### config.mk
export PLATFORM = sky130hd
export DESIGN_NAME = rmsp_out_fifo
export DESIGN_NICKNAME = d
export VERILOG_FILES = /design/src/assert_macros.svh /design/src/rmsp_pkg.sv /design/src/rmsp_out_fifo.sv
export SDC_FILE = /design/constraint.sdc
export NUM_CORES = 1
export LEC_CHECK = 0
export BUFFER_PORTS_ARGS = -buffer_cell sky130_fd_sc_hd__clkbuf_2
export CAP_MARGIN = 30
export CELL_PAD_IN_SITES_DETAIL_PLACEMENT = 1
export CELL_PAD_IN_SITES_GLOBAL_PLACEMENT = 1
export CORE_ASPECT_RATIO = 0.6
export CORE_MARGIN = 3
export CORE_UTILIZATION = 55
export DETAILED_ROUTE_END_ITERATION = 8
export PLACE_DENSITY_LB_ADDON = 0.1
export SYNTH_ARGS = -nofsm -noshare
export SYNTH_HDL_FRONTEND = slang
export SYNTH_SLANG_ARGS = --single-unit
export TNS_END_PERCENT = 1
### constraint.sdc
create_clock -name clk_i -period 2.7 [get_ports clk_i]
set_clock_uncertainty 0.1 [all_clocks]
set_input_delay 0.135 -clock clk_i [delete_from_list [all_inputs] [get_ports clk_i]]
set_output_delay 0.135 -clock clk_i [all_outputs]
set_load 0.005 [all_outputs]
### src/assert_macros.svh
// ----------------------------------------------------------------------------
// Assertion macros
// Concurrent assertion wrappers; they compile to nothing under synthesis.
// ----------------------------------------------------------------------------
`ifndef ASSERT_MACROS_SVH
`define ASSERT_MACROS_SVH
`ifndef SYNTHESIS
// Check a property on every rising clock edge outside reset.
`define RMSP_ASSERT(lbl, clk, rstn, prop, msg) \
  lbl: assert property (@(posedge clk) disable iff (!rstn) (prop)) else $error(msg);
// Check a property on every rising clock edge, reset included.
`define RMSP_ASSERT_ALWAYS(lbl, clk, prop, msg) \
  lbl: assert property (@(posedge clk) (prop)) else $error(msg);
`else
`define RMSP_ASSERT(lbl, clk, rstn, prop, msg)
`define RMSP_ASSERT_ALWAYS(lbl, clk, prop, msg)
`endif
`endif

### src/rmsp_pkg.sv
// ----------------------------------------------------------------------------
// RMSProp update package
// Shared widths, reset values, register and status codes, and link structs.
// ----------------------------------------------------------------------------
`default_nettype none

package rmsp_pkg;

  localparam int unsigned FracBits     = 16;
  localparam int unsigned CacheDepth   = 4096;
  localparam int unsigned IdxW         = 12;
  localparam int unsigned DataW        = 32;
  localparam int unsigned DecayW       = 17;
  localparam int unsigned EpsW         = 16;
  localparam int unsigned BatchW       = 16;
  localparam int unsigned StatusW      = 2;
  localparam int unsigned CfgIdxW      = 2;
  localparam int unsigned RootW        = (DataW + FracBits) / 2;
  localparam int unsigned DivW         = RootW + 1;
  localparam int unsigned OutFifoDepth = 32;

  localparam logic [DataW-1:0]  LrReset    = 32'd65;
  localparam logic [DecayW-1:0] DecayReset = 17'd58982;
  localparam logic [EpsW-1:0]   EpsReset   = 16'd1;
  localparam logic [BatchW-1:0] BatchReset = 16'd1;
  localparam logic [DecayW-1:0] DecayOne   = DecayW'(2 ** FracBits);

  typedef enum logic [CfgIdxW-1:0] {
    CfgLearningRate = 2'd0,
    CfgDecayRate    = 2'd1,
    CfgEpsilon      = 2'd2,
    CfgBatchSize    = 2'd3
  } cfg_reg_e;

  typedef enum logic [StatusW-1:0] {
    StatusOk      = 2'd0,
    StatusSat     = 2'd1,
    StatusDivZero = 2'd2
  } status_e;

  typedef struct packed {
    logic             valid;
    logic [DataW-1:0] sq;
  } cache_req_t;

  typedef struct packed {
    logic             valid;
    logic [DataW-1:0] cnew;
    logic             sat;
  } cache_rsp_t;

endpackage

`default_nettype wire

### src/rmsp_out_fifo.sv
// ----------------------------------------------------------------------------
// Result queue
// Register queue between the pipeline end and the result channel.
// ----------------------------------------------------------------------------
`default_nettype none

module rmsp_out_fifo #(
  parameter int unsigned DEPTH = 32,
  parameter int unsigned W     = 8
) (
  input  logic         clk_i,
  input  logic         rst_ni,
  input  logic         push_i,
  input  logic [W-1:0] din_i,
  input  logic         pop_i,
  output logic         valid_o,
  output logic [W-1:0] dout_o
);
  import rmsp_pkg::*;

  localparam int unsigned PtrW = $clog2(DEPTH);

  logic [W-1:0]  buf_q [DEPTH];
  logic [PtrW:0] wptr_q;
  logic [PtrW:0] rptr_q;

  always_ff @(posedge clk_i or negedge rst_ni) begin
    if (!rst_ni) begin
      wptr_q <= '0;
      rptr_q <= '0;
    end else begin
      if (push_i) begin
        wptr_q <= wptr_q + 1'b1;
      end
      if (pop_i) begin
        rptr_q <= rptr_q + 1'b1;
      end
    end
  end

  always_ff @(posedge clk_i) begin
    if (push_i) begin
      buf_q[wptr_q[PtrW-1:0]] <= din_i;
    end
  end

  assign valid_o = (wptr_q != rptr_q);
  assign dout_o  = buf_q[rptr_q[PtrW-1:0]];

endmodule

`default_nettype wire

==> After elaboration in Yosys (flattened, before gate mapping) <==
Memories as Yosys holds them, arrays and structs flattened.
Index checks and enable logic that the tools add are counted.
{ "word_totals": {"ramBits": 256, "regBits": 12, "memories": 1, "out_inout_bits": 9, "elab_cells": 8, "input_bits": 12} }
{ "mem_list": {"columns": ["name", "depth", "width", "rd", "rd_ports_with_merged_regs", "write_ports", "line_no", "rtl"], "rows": [
  ["buf_q", 32, 8, 1, 0, 1, "rmsp_out_fifo.sv:23", "logic [W-1:0] buf_q [DEPTH];"]
]} }
{ "classes": {"eq_ne": 1, "n_mux": 2, "addsub": 2} }
{ "op_table": {"columns": ["operator", "n"], "rows": [
  ["$add 6x1->6 const B", 2],
  ["$ne 6x6->1", 1],
  ["$mux 1", 2]
]} }

==> Logic depth before layout (Yosys ltp) <==
{ "logic_depth": {"depth_word": 2, "depth_mapped": 8, "depth_no_buf": 4} }

==> Worst setup path before layout <==
No wires, ideal clock.
{ "synth_timing": {"path_type": "register -> register", "startpoint": "register wptr_q[0]", "endpoint": "memory buf_q[3][0], enable pin", "path_slack_ps": 610, "required_time_ps": 2217, "setup_time_ps": 383, "arrival_time_ps": 1606, "path_stages_with_launch": 5, "path_buffers": 0, "path_cell_list": "dfrtp_1 -> ha_1 -> nand2_1 -> or2_2 -> nor3_1"} }
{ "synth_lines": {"columns": ["element", "line_no", "rtl"], "rows": [
  ["from (decl)", "rmsp_out_fifo.sv:24", "logic [PtrW:0] wptr_q;"],
  ["from (signal assigned)", "rmsp_out_fifo.sv:33", "wptr_q <= wptr_q + 1'b1;"],
  ["to (decl)", "rmsp_out_fifo.sv:23", null]
]} }
Straight into the memory's write port.

==> Worst setup path after layout <==
{ "layout_timing": {"startpoint": "register rptr_q[0]", "endpoint": "output dout_o[0]"} }
{ "layout_between": {"elab_chain_cells": 1} }
{ "layout_lines": {"columns": ["element", "line_no", "rtl"], "rows": [
  ["from (decl)", "rmsp_out_fifo.sv:25", "logic [PtrW:0] rptr_q;"],
  ["from (signal assigned)", "rmsp_out_fifo.sv:36", "rptr_q <= rptr_q + 1'b1;"],
  ["$mem_v2 32x8", null, null],
  ["to (decl)", "rmsp_out_fifo.sv:17", "output logic [W-1:0] dout_o"]
]} }
Every way passes these cells.

==> run summary <==
Status = finished with violations
Failing checks = negative setup slack
Top delay family on crit path = buffers and inverters
Commonest cells after routing, fill and taps aside = edfxtp_1, buf_4, mux4_2
Post-Synth XOR/XNOR Area = 1.158%
Worst r2r path cells = 5
Row count = 38
Clk sinks = 268
Commonest non-fill, non-tap cell in the layout = edfxtp_1
CTS tree = done
Number of max-cap violations = 0
Synth Instances = 532
Slowest-stage cell, CP = dfrtp_4
Nets = 634
First-pass DRT Iterations = 5
Fmax = 0.3544 GHz
Die Width = 185.1 microns
Largest net degree at the start of global routing = 33
Worst rel slew slack = 42.68%
Hold crit path type = input pin to register
Startpoint class of the critical path = register
Psw = 0.004371 W
Register bit total from synthesis = 268
Reg power frac = 38.7%
Max VDD drop = 736.9 uV
Unrepaired setup endpoints after global routing = true
Vias in the first global route = 6021
Final GP Congestion = 0.8091
CP endpoint kind = primary output
Worst setup path end = dout_o[0]
Clk Latency, worst-skew pair = 0.54 ns
Clock transition at the registers of the reported paths = 0.07 ns
Largest family of logic cells by synthesized area = multiplexers
CP cell instances = buf_12 -> buf_6 -> bufbuf_16 -> mux2i_2 -> o22ai_2 -> a2111oi_4 -> a21oi_2 -> clkbuf_2
Switching share of power = 32.19%
Setup violators final = 7
Crit Path Class = register to primary output
Worst Path Buf+Inv = 4
Drt drc = 0
Final hold vios = 0
Final core occ = 67.93%
Reg2Reg Launch Point = wptr_q[0]$_DFFE_PN0P_
Power Total = 0.01358 W
Overflow after GRT = 0
Cell depth of the worst setup path = 8
Adder-Cell Fraction of Synth Area = 0.5909%
Period minus WS final = 2.821 ns
Setup TNS = -0.4802 ns
Total core area = 0.01845 sq mm
Post-synth cell types = 40
IO Count = 21
Area Growth Syn to Fin = 18.38%
CP peak stage delay = 0.51 ns
Sequential element share of the synthesized area = 75.45%
Fin. max-slew vios = 0
H-tree depth = 1
CP max FO = 11
Antenna Cells = 0
Mux contribution to synthesized area = 13.39%
Synth warn = 0
Max Buffers Root-to-Sink = 3
Syn Nets = 549
Least-Margin Pin Slew = 0.8598 ns
Dpl ws = 0.1656 ns
Internal Power = 0.009206 W
Routed wire length = 28140 microns
Total via count in the routed design = 5716
Clock Power Share = 27.0%
Antenna viol nets, final = 0
P_leak = 4.214 nW
Required @ worst endpoint = 2.47 ns
Setup slack, reg-to-reg = 0.34 ns
Initial Util = 57.39%
Dpl hpwl = 16920 microns
Die height = 113.5 microns
Gate power share = 34.3%
Fin crit share = 104.5%
Initial antenna violation count = 0
Total CTS buffers = 25
Overall routing resource usage = 27.58%
Die Footprint = 0.02100 sq mm
Number of cells after detailed placement = 812
Critical path startpoint = rptr_q[0]$_DFFE_PN0P_
Synth Area in Compound Gates = 4.172%
PD cells = 1083 mW/mm^2
Synthesized area = 0.01059 sq mm
Arrival @ worst endpoint = 2.59 ns
WL/cell = 32.13 microns
Final worst slack = -0.1214 ns
Syn Area/Cell = 19.90 sq um
Vias/cell = 6.525
Drt initial violations = 886
CTS root buf = clkbuf_16
Fraction of layout cells with a size suffix above 1 = 32.08%
Finished Layout Cells = 876
Simple-Gate Fraction of Synth Area = 3.262%
# port buffers = 20
Worst flop-to-flop path endpoint = buf_q[24][2]$_DFFE_PP_
First-pass GRT wire length = 41040 microns
registers in the layout (all words and copies together) (netlist names):
signal / flops
buf_q: 256
rptr_q: 6
wptr_q: 6
per-layer routing:
layer | GRT usage [%] | share of wire, %
met5 | 0 | 0
met4 | 5.694 | 1.6
met3 | 6.342 | 9.9
met2 | 42.43 | 46
met1 | 41.52 | 42
kinds of logic (layout without fill, tap and decap cells):
logic type,Yosys count,after routing
XOR/XNOR,14,14
AND/OR/NAND/NOR,72,72
adder cells (fa/ha/maj),5,5
AO/OA/AOI/OAI,57,57
buffers and inverters,34,138
flip-flops,268,268
multiplexers,82,82
how the worst min path moves through the flow:
stage          startpoint               endpoint  slack [ns]  depth (start not counted)
3_3_place_gp       rst_ni  wptr_q[1]$_DFFE_PN0P_       -0.06                          1
4_1_cts          din_i[6]  buf_q[8][6]$_DFFE_PP_        0.19                          1
5_1_grt          din_i[6]  buf_q[1][6]$_DFFE_PP_        0.22                          1
2_1_floorplan      rst_ni  rptr_q[0]$_DFFE_PN0P_       -0.26                          0
3_5_place_dp       rst_ni  wptr_q[2]$_DFFE_PN0P_       -0.05                          1
6_report         din_i[6]  buf_q[5][6]$_DFFE_PP_        0.18                          1
synthesized netlist by cell type:
library cell    n  area share (%)
dfrtp_1        12             2.8
a2111oi_2       6            0.85
or3_1           1           0.059
inv_1           3            0.11
a22oi_1         9            0.64
mux2i_1        34             3.2
nand3_1         8            0.38
o221ai_1        8            0.66
clkbuf_1        7            0.25
nor2_2          1           0.059
nor4_1          3            0.18
xnor2_1         7            0.58
a2111oi_1       1           0.095
nor2_1         23            0.82
mux4_2         45             9.6
nor3_1         11            0.52
buf_12          1            0.19
nand2_1        12            0.43
and3b_1         1           0.083
a2bb2oi_1       1           0.083
nor3b_1         1           0.071
nor2b_1         3            0.18
o22ai_1         7            0.41
buf_6           5            0.53
a22o_1          7            0.58
a21oi_1        15            0.71
and3_1          1           0.059
xor2_1          7            0.58
buf_4           3            0.21
nand4_1         3            0.18
o21ai_0         3            0.14
mux4_1          2            0.50
buf_1           2           0.071
buf_2          13            0.61
mux2_2          1            0.11
nand3b_1        2            0.14
or2_2           1           0.059
edfxtp_1      256              73
ha_1            5            0.59
nand2b_1        1           0.059
cell type report:
cell class              count  area (sq um)
multi-input cells         230          2576
clock buffers              32         671.9
fillers                  1522          5916
repair buffers             89         799.5
flip-flops and latches    268          7999
well taps                 240         300.3
clock inverters            14         173.9
inverters                   3         11.26
worst reg2reg max path, cell delays in order, from the launching register on:
cell     delay, ns
dfrtp_1       0.48
inv_1         0.13
ha_1          0.16
nand2_1       0.22
nor3_1        0.72
buf_4         0.28
per-stage QoR:
step                      cell area, sq um  hold WS, ns
after floorplan                      10590      -0.2606
after global placement               11210     -0.05528
after detailed placement             11210     -0.05339
after CTS                            12400       0.1885
after global routing                 12530       0.2200
final                                12530       0.1784
repair_timing:
action | CTS | global route
hold buffers | 4 | 0
setup buffers | 11 | 0
pin swaps | 11 | 5
endpoints found under the setup margin | 8 | 8
endpoints found under the hold margin | 20 | 0
gates cloned | 1 | 1
resized for setup | 29 | 15
power by group through the flow:
stage / Sequential, W / Clock, W / Combinational, W
floorplan: 0.00504 / 0 / 0.00262
global placement: 0.00542 / 0 / 0.00352
detailed placement: 0.00545 / 0 / 0.00362
CTS: 0.00530 / 0.00370 / 0.00430
global route: 0.00529 / 0.00392 / 0.00490
finish: 0.00526 / 0.00367 / 0.00465
(Power assumes the default switching activity.)
