==> src/assert_macros.svh <==
// ----------------------------------------------------------------------------
// Assertion macros
// Concurrent assertion wrappers; they compile to nothing under synthesis.
// ----------------------------------------------------------------------------
`ifndef ASSERT_MACROS_SVH
`define ASSERT_MACROS_SVH
`ifndef SYNTHESIS
// Check a property on every rising clock edge outside reset.
`define RMSP_ASSERT(lbl, clk, rstn, prop, msg) \
  lbl: assert property (@(posedge clk) disable iff (!rstn) (prop)) else $error(msg);
// Check a property on every rising clock edge, reset included.
`define RMSP_ASSERT_ALWAYS(lbl, clk, prop, msg) \
  lbl: assert property (@(posedge clk) (prop)) else $error(msg);
`else
`define RMSP_ASSERT(lbl, clk, rstn, prop, msg)
`define RMSP_ASSERT_ALWAYS(lbl, clk, prop, msg)
`endif
`endif

==> src/rmsp_pkg.sv <==
// ----------------------------------------------------------------------------
// RMSProp update package
// Shared widths, reset values, register and status codes, and link structs.
// ----------------------------------------------------------------------------
`default_nettype none

package rmsp_pkg;

  localparam int unsigned FracBits     = 16;
  localparam int unsigned CacheDepth   = 4096;
  localparam int unsigned IdxW         = 12;
  localparam int unsigned DataW        = 32;
  localparam int unsigned DecayW       = 17;
  localparam int unsigned EpsW         = 16;
  localparam int unsigned BatchW       = 16;
  localparam int unsigned StatusW      = 2;
  localparam int unsigned CfgIdxW      = 2;
  localparam int unsigned RootW        = (DataW + FracBits) / 2;
  localparam int unsigned DivW         = RootW + 1;
  localparam int unsigned OutFifoDepth = 32;

  localparam logic [DataW-1:0]  LrReset    = 32'd65;
  localparam logic [DecayW-1:0] DecayReset = 17'd58982;
  localparam logic [EpsW-1:0]   EpsReset   = 16'd1;
  localparam logic [BatchW-1:0] BatchReset = 16'd1;
  localparam logic [DecayW-1:0] DecayOne   = DecayW'(2 ** FracBits);

  typedef enum logic [CfgIdxW-1:0] {
    CfgLearningRate = 2'd0,
    CfgDecayRate    = 2'd1,
    CfgEpsilon      = 2'd2,
    CfgBatchSize    = 2'd3
  } cfg_reg_e;

  typedef enum logic [StatusW-1:0] {
    StatusOk      = 2'd0,
    StatusSat     = 2'd1,
    StatusDivZero = 2'd2
  } status_e;

  typedef struct packed {
    logic             valid;
    logic [DataW-1:0] sq;
  } cache_req_t;

  typedef struct packed {
    logic             valid;
    logic [DataW-1:0] cnew;
    logic             sat;
  } cache_rsp_t;

endpackage

`default_nettype wire

==> src/rmsp_div_pipe.sv <==
// ----------------------------------------------------------------------------
// Pipelined restoring divider
// STEPS quotient bits per stage; a tag travels alongside each item.
// ----------------------------------------------------------------------------
`default_nettype none

module rmsp_div_pipe #(
  parameter int unsigned NUM_W = 32,
  parameter int unsigned DEN_W = 16,
  parameter int unsigned STEPS = 4,
  parameter int unsigned TAG_W = 1
) (
  input  logic             clk_i,
  input  logic             rst_ni,
  input  logic             valid_i,
  input  logic [DEN_W-1:0] rem_i,
  input  logic [NUM_W-1:0] num_i,
  input  logic [DEN_W-1:0] den_i,
  input  logic [TAG_W-1:0] tag_i,
  output logic             valid_o,
  output logic [NUM_W-1:0] quot_o,
  output logic [TAG_W-1:0] tag_o
);
  import rmsp_pkg::*;

  localparam int unsigned Stages = NUM_W / STEPS;

  logic             vld_q [Stages];
  logic [DEN_W-1:0] rem_q [Stages];
  logic [NUM_W-1:0] nq_q  [Stages];
  logic [DEN_W-1:0] den_q [Stages];
  logic [TAG_W-1:0] tag_q [Stages];

  for (genvar s = 0; s < Stages; s++) begin : g_stage
    logic             src_v;
    logic [DEN_W-1:0] src_rem;
    logic [NUM_W-1:0] src_nq;
    logic [DEN_W-1:0] src_den;
    logic [TAG_W-1:0] src_tag;
    logic [DEN_W-1:0] rem_d;
    logic [NUM_W-1:0] nq_d;

    if (s == 0) begin : g_first
      assign src_v   = valid_i;
      assign src_rem = rem_i;
      assign src_nq  = num_i;
      assign src_den = den_i;
      assign src_tag = tag_i;
    end else begin : g_next
      assign src_v   = vld_q[s-1];
      assign src_rem = rem_q[s-1];
      assign src_nq  = nq_q[s-1];
      assign src_den = den_q[s-1];
      assign src_tag = tag_q[s-1];
    end

    // Shift one numerator bit into the remainder, subtract where it fits.
    always_comb begin
      logic [DEN_W:0]   t;
      logic [DEN_W-1:0] r;
      logic [NUM_W-1:0] n;
      r = src_rem;
      n = src_nq;
      for (int k = 0; k < STEPS; k++) begin
        t = {r, n[NUM_W-1]};
        if (t >= {1'b0, src_den}) begin
          t = t - {1'b0, src_den};
          n = {n[NUM_W-2:0], 1'b1};
        end else begin
          n = {n[NUM_W-2:0], 1'b0};
        end
        r = t[DEN_W-1:0];
      end
      rem_d = r;
      nq_d  = n;
    end

    always_ff @(posedge clk_i or negedge rst_ni) begin
      if (!rst_ni) begin
        vld_q[s] <= 1'b0;
      end else begin
        vld_q[s] <= src_v;
      end
    end

    always_ff @(posedge clk_i) begin
      rem_q[s] <= rem_d;
      nq_q[s]  <= nq_d;
      den_q[s] <= src_den;
      tag_q[s] <= src_tag;
    end
  end

  assign valid_o = vld_q[Stages-1];
  assign quot_o  = nq_q[Stages-1];
  assign tag_o   = tag_q[Stages-1];

endmodule

`default_nettype wire

==> config.mk <==
export PLATFORM = sky130hd
export DESIGN_NAME = rmsp_div_pipe
export DESIGN_NICKNAME = d
export VERILOG_FILES = /design/src/assert_macros.svh /design/src/rmsp_pkg.sv /design/src/rmsp_div_pipe.sv
export SDC_FILE = /design/constraint.sdc
export NUM_CORES = 2
export LEC_CHECK = 0
export ABC_AREA = 1
export BUFFER_PORTS_ARGS = -buffer_cell sky130_fd_sc_hd__buf_2
export CORE_MARGIN = 5
export CORE_UTILIZATION = 60
export DETAILED_ROUTE_END_ITERATION = 12
export PLACE_DENSITY = 0.87
export SLEW_MARGIN = 25
export SYNTH_ARGS = -nofsm -noshare
export SYNTH_HDL_FRONTEND = slang
export SYNTH_SLANG_ARGS = --single-unit
export TNS_END_PERCENT = 100
==> constraint.sdc <==
create_clock -name clk_i -period 8.5 [get_ports clk_i]
set_clock_uncertainty 0.2 [all_clocks]
set_input_delay 0.85 -clock clk_i [delete_from_list [all_inputs] [get_ports clk_i]]
set_output_delay 0.85 -clock clk_i [all_outputs]
set_load 0.05 [all_outputs]
# [Yosys cells after proc, flatten, opt, wreduce, memory -nomap -nowiden]
# Memories as Yosys holds them, arrays and structs flattened.
# Cells that the tools add are included.
[op_classes] eq_ne=0 mul=0 bitwise=0 muxes=64 add_sub_neg=32 order_cmp=32 shift=0 n_reduce_logical=0 div=0
[ops] operator=">= comparator 17 x 16 -> 1 bit" n=32
[ops] operator="two-way mux 16 bit" n=32
[ops] operator="subtractor 16 bit" n=32
[ops] operator="two-way mux 1 bit" n=32
[word_totals] elab_cells=140 mem_bits_ro=0 output_inout_bits=34 latch_bits=0 input_bits=68 register_bits=8 ram_bits=520 n_memories=4
[mem_list] memory="nq_q" depth=8 width=32 read_ports=8 rd_clocked_by_memory_dff=0 write_ports=8 line="rmsp_div_pipe.sv:30" text="logic [NUM_W-1:0] nq_q [Stages];"
[mem_list] memory="den_q" depth=8 width=16 read_ports=7 rd_clocked_by_memory_dff=0 write_ports=8 line="rmsp_div_pipe.sv:31" text="logic [DEN_W-1:0] den_q [Stages];"
[mem_list] memory="rem_q" depth=8 width=16 read_ports=7 rd_clocked_by_memory_dff=0 write_ports=8 line="rmsp_div_pipe.sv:29" text="logic [DEN_W-1:0] rem_q [Stages];"
[mem_list] memory="tag_q" depth=8 width=1 read_ports=8 rd_clocked_by_memory_dff=0 write_ports=8 line="rmsp_div_pipe.sv:32" text="logic [TAG_W-1:0] tag_q [Stages];"

# [Longest topological paths before layout]
# An unclocked memory read counts as a cell.
[logic_depth] depth_word=9 depth_mapped=56 ltp_nobuf=53

# [Least setup slack after synthesis]
# No wires, ideal clock.
[synth_path] path_kind="in2reg" startpoint="input port den_i[8]" endpoint="memory rem_q[0][13]" t_required_ps=8187 path_slack_ps=1118 n_path_buf=4 arrival_time_ps=7069 stages=50 setup_time_ps=113 cell_sequence="inv_1 > ha_1 > nand2_2 > inv_2 > a21oi_1 > nand2_1 > nand2_1 > nand3_2 > nor2_4 > buf_2 > o21a_1 > inv_1 > ha_1 > nand2_1 > o21ai_0 > nand2_1 > nand2_1 > nand4_1 > [... 14 more ...] > inv_1 > nand3_2 > buf_6 > o21ai_0 > ha_1 > nand3_1 > nand3_1 > inv_1 > o221ai_1 > nand3_1 > o2111ai_1 > nand2_1 > nand2_1 > nor2_4 > nand2_4 > buf_6 > nand2_1 > nand2_1"
[synth_lines] element="start, declared" line="rmsp_div_pipe.sv:18" text="input logic [DEN_W-1:0] den_i,"
[synth_lines] element="end, declared" line="rmsp_div_pipe.sv:29"

==> reports/results.ini <==
[grt]
antenna_found_initial = 0
grt_pass1_vias = 37400
grt_overflow_total = 0
grt_pass1_wl_um = 188000
grt_max_degree = 30
grt_usage = 0.309

[synth]
ys_ff_latch = 496
synth_area_leaders = dfxtp_1, nand2_1, ha_1
synth_ff_type = dfxtp_1
syn_nets = 6508
synth_area_leader_cell = dfxtp_1
synth_top_cells_by_count = nand2_1, inv_1, ha_1, dfxtp_1, a21oi_1
syn_area_per_cell_um2 = 6.88
yosys_warnings = 0
async_reset_ff_frac = 0.0161
synth_edf_count = 0
ys_types = 61
netlist_instances = 5897
ys_seq_area_frac = 0.246
synth_top_area_share = 0.241
synth_most_common_cell = nand2_1
mappedNetlistArea_um2 = 40600

[hold_path]
hp-class = flop to flop

[worst_setup_path]
worstSetupEndpointType = flop
crit_required_ps = 8780
cp_common_cell = nand2_1
worstSetupPathType = flop to flop
cpPeakStageDelay_ps = 460
crit_slowest_cell = dfxtp_1
startpoint_type = flop
crit_arrival_ps = 8410
cp_max_fo = 17

[finish]
fin_cells = 7122
synthToLayoutAreaGrowth_pct = 12.4
antenna_cells = 0
finish.net_count = 6816
layout-drive-gt1-share = 0.102

[clock_tree]
clk_pin_slew_ps = 70
cts.sink_count = 496
cts-root-buf = clkbuf_16
cts_buffer_depth = 3
cts_inserted_buffers = 54
cts_tree = yes
h-tree-depth = 2
clock_latency_ps = 620

[detailed_routing]
avgRoutedWirePerCell_um = 16.7
route.detailed.drc = 0
via_count = 39900
antenna_left = 0
wl_um = 119000
drt_pre_antenna_iters = 6
drtIter0Drc = 3498
avgViaCountPerCell = 5.61

[timing]
finalMaxSlewViolations = 0
setup_viol = 0
post-route-period-util = 0.957
max_freq_ghz = 0.123
hold_violations = 0
min_period_ps = 8130
maxSlewHeadroom = 0.571
worstMarginPinSlew_ps = 642
holdWs_ps = 95.1
tns_ps = 0

[placement]
gp_congestion = 0.992
hpwl_um = 96100
dp.cells = 6999
port_buffers = 101

[job]
max-cap-violations = 0

[floorplan]
dieHeight_um = 270
die_area_um2 = 72900
coreArea_um2 = 67200
die_x_um = 270
ioPinCount = 102
initial_utilization = 0.604
num_rows = 95

[status]
outcome = finished, final reports clean

[layer usage]
metal	global-route usage	part of all wire	up-vias	wire [um]
met3	0.0378	0.064	389	7630
met1	0.386	0.42	18000	49900
met5	0	0	-	0
met4	0.154	0.055	0	6590
li1	-	-	20100	-
met2	0.526	0.46	1502	55000
[sequential cells by signal (all words and copies together) (netlist names)]
register / cells
nq_q: 256
valid_o: 1
den_q: 112
tag_q: 8
rem_q: 112
g_stage.src_v: 7
[critical path: cells and delay by family (launching register included)]
family	cells	cell delay (ps)
adders and majority gates	4	1440
AOI/OAI and AO/OA	13	2430
buffers and inverters	5	940
and+or+nand+nor	22	2520
DFF	1	460
[layout make-up]
class | instances | area (um2)
Clock buffer | 69 | 1510
Clock inverter | 31 | 392
Fill cell | 5741 | 21600
Inverter | 641 | 2440
Multi-Input combinational cell | 4679 | 27800
Sequential cell | 496 | 9980
Tap cell | 873 | 1090
Timing Repair Buffer | 332 | 2330
Timing Repair inverter | 1 | 7.51
[placed cells by master (no fill, tap or decap), types with 17 or more instances in the layout]
| cell | Yosys | final |
|---|---|---|
| buf_4 | 18 | 222 |
| clkbuf_16 | 0 | 54 |
| fa_1 | 31 | 31 |
| inv_2 | 15 | 21 |
| o21ai_0 | 303 | 278 |
| dfxtp_1 | 488 | 482 |
| buf_2 | 33 | 101 |
| nand2_1 | 1841 | 1838 |
| a21oi_1 | 448 | 439 |
| a21o_1 | 32 | 32 |
| a21boi_0 | 24 | 22 |
| xnor2_1 | 178 | 178 |
| xor2_1 | 193 | 193 |
| nand4_1 | 49 | 49 |
| nor2_1 | 262 | 261 |
| a31oi_1 | 27 | 27 |
| nand2_2 | 28 | 26 |
| nand3b_1 | 28 | 28 |
| o21a_1 | 18 | 18 |
| nand3_1 | 428 | 429 |
| inv_1 | 624 | 610 |
| o21ai_1 | 32 | 52 |
| or2_2 | 27 | 27 |
| nor3_1 | 39 | 39 |
| nand3_2 | 20 | 20 |
| ha_1 | 512 | 503 |
| nor4_1 | 17 | 17 |
[metrics by stage]
step	instance area, um2	setup slack, ps	utilization
3_5_place_dp	43200	-319	0.643
3_3_place_gp	43200	-26.9	0.643
4_1_cts	45100	100	0.672
6_report	45600	368	0.679
2_1_floorplan	40600	1120	-
5_1_grt	45600	-94.0	0.679
[worst paths after layout]
| kind | startpoint | endpoint | slack [ps] | cells past startpoint |
|---|---|---|---|---|
| max in group asynchronous | rst_ni | valid_o | 7520 | 2 |
| min reg2reg | nq_q[1][58] | nq_q[1][94] | 100 | 0 |
| min | nq_q[1][58] | nq_q[1][94] | 100 | 0 |
| min in group asynchronous | rst_ni | g_stage[4].src_v | 410 | 2 |
| max reg2reg | den_q[0][7] | rem_q[1][2] | 370 | 44 |
| max | den_q[0][7] | rem_q[1][2] | 370 | 44 |
[what timing repair did]
action / CTS / global route
endpoints found under the hold margin: 8 / 0
setup endpoints to repair: 17 / 103
gates resized for setup: 3 / 100
gates cloned: 0 / 2
hold buffers: 1 / 0
pin swaps: 0 / 9
buffers inserted: 0 / 20
[kinds of logic (layout without fill, tap and decap cells)]
logic type      count (synthesis)  after routing  share of synthesized area
xor+xnor                      371            371                     0.0801
fa+ha+maj                     543            543                      0.173
simple gates                 2806           2807                      0.297
compound gates                958            958                      0.130
buf+inv                       723           1074                     0.0738
flops                         496            496                      0.246
Power is left out: the tool's default activity adds up to more than one toggle a clock period on the data nets, which glitch-free logic cannot reach.
